File: config.mk
export PLATFORM = sky130hd
export DESIGN_NAME = mdpt_dist
export DESIGN_NICKNAME = d
export VERILOG_FILES = /design/src/hdl/mdpt_pkg.sv /design/src/hdl/mdpt_dist.sv
export SDC_FILE = /design/constraint.sdc
export NUM_CORES = 2
export LEC_CHECK = 0
export BUFFER_PORTS_ARGS = -buffer_cell sky130_fd_sc_hd__buf_4
export CORE_ASPECT_RATIO = 2
export CORE_MARGIN = 8
export CORE_UTILIZATION = 40
export CTS_BUF_LIST = sky130_fd_sc_hd__clkbuf_4 sky130_fd_sc_hd__clkbuf_8
export DETAILED_ROUTE_END_ITERATION = 10
export PLACE_DENSITY = 0.62
export SETUP_SLACK_MARGIN = 0.15
export SLEW_MARGIN = 15
export SYNTH_ARGS = -nofsm -noshare
export SYNTH_HDL_FRONTEND = slang
export SYNTH_SLANG_ARGS = --single-unit
File: constraint.sdc
create_clock -name clk -period 11.9 [get_ports clk]
set_clock_uncertainty 0.2 [all_clocks]
set_input_delay 3.57 -clock clk [delete_from_list [all_inputs] [get_ports clk]]
set_output_delay 3.57 -clock clk [all_outputs]
set_load 0.02 [all_outputs]
File: src/hdl/mdpt_pkg.sv
`default_nettype none
package mdpt_pkg;

  localparam int COORD_BITS = 24;
  localparam int THR_W      = 50;
  localparam int DIFF_W     = COORD_BITS + 1;
  localparam int SQ_W       = 2 * DIFF_W;
  localparam int SUM_W      = SQ_W + 1;

  localparam int APB_DW = 64;
  localparam int APB_AW = 4;
  // Register index sits above the byte offset of a 64-bit register
  localparam int REG_IDX_LSB = 3;
  localparam logic [APB_AW-REG_IDX_LSB-1:0] REG_MIN_DIST = '0;

  typedef struct packed {
    logic signed [COORD_BITS-1:0] point_x;
    logic signed [COORD_BITS-1:0] point_y;
    logic                         last_in;
  } pt_in_t;

  typedef struct packed {
    logic signed [COORD_BITS-1:0] kept_x;
    logic signed [COORD_BITS-1:0] kept_y;
    logic                         last_out;
    logic                         overflowed;
  } pt_out_t;

  typedef struct packed {
    logic signed [COORD_BITS-1:0] y;
    logic signed [COORD_BITS-1:0] x;
  } point_t;

endpackage
`default_nettype wire

File: src/hdl/mdpt_dist.sv
`default_nettype none
module mdpt_dist #(
  parameter int IDX_W = 6
) (
  input  wire logic                        clk,
  input  wire logic                        rst_n,
  input  wire logic                        cand_valid,
  input  wire logic [IDX_W-1:0]            cand_idx,
  input  wire mdpt_pkg::point_t            pivot,
  input  wire mdpt_pkg::point_t            cand,
  input  wire logic [mdpt_pkg::THR_W-1:0]  thr,
  output logic                             hit,
  output logic [IDX_W-1:0]                 hit_idx,
  output logic                             busy
);

  logic [mdpt_pkg::DIFF_W-1:0] dx, dy, ax, ay;
  logic [mdpt_pkg::DIFF_W-1:0] dx_r, dy_r;
  logic [mdpt_pkg::SQ_W-1:0]   sx_r, sy_r;
  logic [mdpt_pkg::SUM_W-1:0]  sum, thr_ext;
  logic                        v1_r, v2_r;
  logic [IDX_W-1:0]            idx1_r, idx2_r;

  assign dx = {pivot.x[mdpt_pkg::COORD_BITS-1], pivot.x}
            - {cand.x[mdpt_pkg::COORD_BITS-1], cand.x};
  assign dy = {pivot.y[mdpt_pkg::COORD_BITS-1], pivot.y}
            - {cand.y[mdpt_pkg::COORD_BITS-1], cand.y};
  assign ax = dx[mdpt_pkg::DIFF_W-1] ? (~dx + 1'b1) : dx;
  assign ay = dy[mdpt_pkg::DIFF_W-1] ? (~dy + 1'b1) : dy;

  always_ff @(posedge clk) begin
    if (!rst_n) begin
      v1_r <= 1'b0;
      v2_r <= 1'b0;
    end else begin
      v1_r <= cand_valid;
      v2_r <= v1_r;
    end
    dx_r   <= ax;
    dy_r   <= ay;
    idx1_r <= cand_idx;
    sx_r   <= dx_r * dx_r;
    sy_r   <= dy_r * dy_r;
    idx2_r <= idx1_r;
  end

  assign sum     = {1'b0, sx_r} + {1'b0, sy_r};
  assign thr_ext = {{(mdpt_pkg::SUM_W - mdpt_pkg::THR_W){1'b0}}, thr};
  assign hit     = v2_r && (sum < thr_ext);
  assign hit_idx = idx2_r;
  assign busy    = v1_r || v2_r;

endmodule
`default_nettype wire

==> results.ini <==
[status]
status = finished clean

[timing]
period_needed_ps = 10580
fmax_mhz = 94.5
rsz0062_at_grt = false
slew_violations = 0
slew_headroom_pct = 22.9
tns_ps = 0
hold_viol_final = 0
setup_ws_ps = 1320
worstMarginPinSlew_ps = 1150
whs_ps = 134
setup_viol = 0
fin_crit_sh_pct = 88.9

[logic_synthesis]
syn_nets = 6797
ys_seq_area_share_pct = 7.06
syn_area_per_cell_sq_um = 8.86
yosys-top-cells-area = fa_1 41%, ha_1 14%, inv_1 12%
ys.flop_type = dfxtp_1
netlist.area_leader.share_pct = 40.7
synth.distinct_cells = 77
synthArstFlopShare_pct = 0
syn_inst = 5185
yosys.area.top_type = fa_1
yosys_warnings = 0
ys_ff_latch = 162
yosysMostFrequentCell = inv_1
synth_edf_count = 0
synth_commonest_cells = 1490 x inv_1, 934 x fa_1, 523 x ha_1
syn_area_sq_um = 45900

[critical_path]
crit_start = thr[28]
r2r_start = dy_r[2]
endpoint = hit
arrival_ps = 6810
setup.worst_path.start_class = input port
crit_required_ps = 8130
timing.rr.end = sy_r[44]
endpoint_kind = primary output
critPathMaxFanout = 2
path_class = input port to primary output
r2r_cells = 26
reg2reg_setup_slack_ps = 3370

[detailed_routing]
wirelength_um = 113000
via_count = 33900
first_pass_iters = 5
ant_nets = 0
viasPerCell = 4.98
post_drt_wl_per_cell_um = 16.7
drc = 0
drt-initial-drc-count = 1400

[floorplan]
die_area_sq_um = 127000
fp-row-count = 176
core-area_sq_um = 115000
ios = 163
die_y_um = 495
initial_core_util_pct = 40.1
fp.dieW_um = 256

[placement]
place_congestion = 0.885
dp_slack_ps = 1360
place_area_sq_um = 48900
io_buffers = 162
dp_hpwl_um = 93300

[cells_and_area]
nNetsFinal = 6891
finalInstanceArea_sq_um = 49300
layout-drive-gt1-share_pct = 5.22
areaGrowthSynthToFinish_pct = 7.29

[grt]
grt_max_degree = 29
grt_pass1_wl_um = 190000
grt_pass1_vias = 37700
antenna_found_initial = 1
grt_usage_pct = 18.4
gr-total-overflow = 0

[clock_network]
htree_num_levels = 4
cts_buffers = 17
root_buffer = clkbuf_8
clock_sinks = 162
cts_buffer_depth = 2
post_cts_resized = 0
clk_latency_ps = 570
post_cts_buffers = 0
ctsHoldBuffers = 0
cts_tree = done
clk_pin_slew_ps = 110

[flow_run]
drv_cap = 0

[worst_hold_path]
hold_class = flop to flop

==> routing by layer <==
metal	vias to the layer above	track usage, %	wire, um
met4	0	6.21	3350
met1	17100	22.2	46400
met5	-	0	0
li1	15800	-	-
met3	195	2.00	4360
met2	744	33.7	59200
==> state kept, by name (all words and copies together) (netlist names) <==
signal	flops
v1_r	1
idx1_r	6
dx_r	25
v2_r	1
sy_r	49
sx_r	49
dy_r	25
hit_idx	6
==> through the flow <==
stage	util [%]	cells
after floorplan	-	5185
after global placement	42.7	6773
after detailed placement	42.7	6773
after CTS	43.0	6805
after global routing	43.0	6806
final	43.0	6806
==> how the worst min path moves through the flow <==
stage | start | to | slack, ps | cells past startpoint
floorplan | idx1_r[0] | hit_idx[0] | 110 | 0
global placement | idx1_r[5] | hit_idx[5] | 110 | 0
detailed placement | idx1_r[1] | hit_idx[1] | 120 | 0
CTS | idx1_r[5] | hit_idx[5] | 130 | 0
global route | idx1_r[5] | hit_idx[5] | 140 | 0
finish | idx1_r[5] | hit_idx[5] | 130 | 0
==> kinds of logic after synthesis <==
kind of cell	synth area share [%]
muxes	0.158
adders and majority gates	55.0
buffers and inverters	13.3
DFF	7.06
xor gates and xnor gates	4.42
AOI/OAI and AO/OA	8.58
and+or+nand+nor	11.5
==> area by class of cell <==
type,count,area (sq um)
antenna,1,2.50
clock buffer,18,241
clock inverter,14,129
tap,1513,1890
sequential,162,3240
inverter,1490,5590
fill,11400,65200
multi-input combinational,3395,36600
timing repair buffer,213,1600
==> worst max-delay path, stage by stage <==
cell and delay [ps]:
buf_4 110, inv_1 140, ha_1 280, a21o_1 160, a21o_1 170, a21oi_1 220, o21ai_0 320, a211oi_1 320
o311ai_0 160, a31oi_1 610, o41ai_1 220, a211oi_1 340, buf_4 200
==> placed cells by master, fill, tap and decap left out, types with 15 or more instances in the layout <==
cell type and instances:
inv_1 1490, fa_1 934, ha_1 523, nand2_1 428
and2_1 240, buf_4 213, a21oi_1 193, nor2_1 183
dfxtp_1 162, xnor2_1 148, o21ai_0 104, a21o_1 97
xor2_1 84, nor2b_1 44, nand3_1 38, nand4_1 36
nor3_1 36, o21a_1 29, a211oi_1 22, o21bai_1 20
and3_1 20, a31oi_1 19, o31ai_1 17, clkbuf_8 17
nand2b_1 15
Power is not shown: default switching activity piles up to over one toggle a cycle in this logic, so the estimate is an artifact.
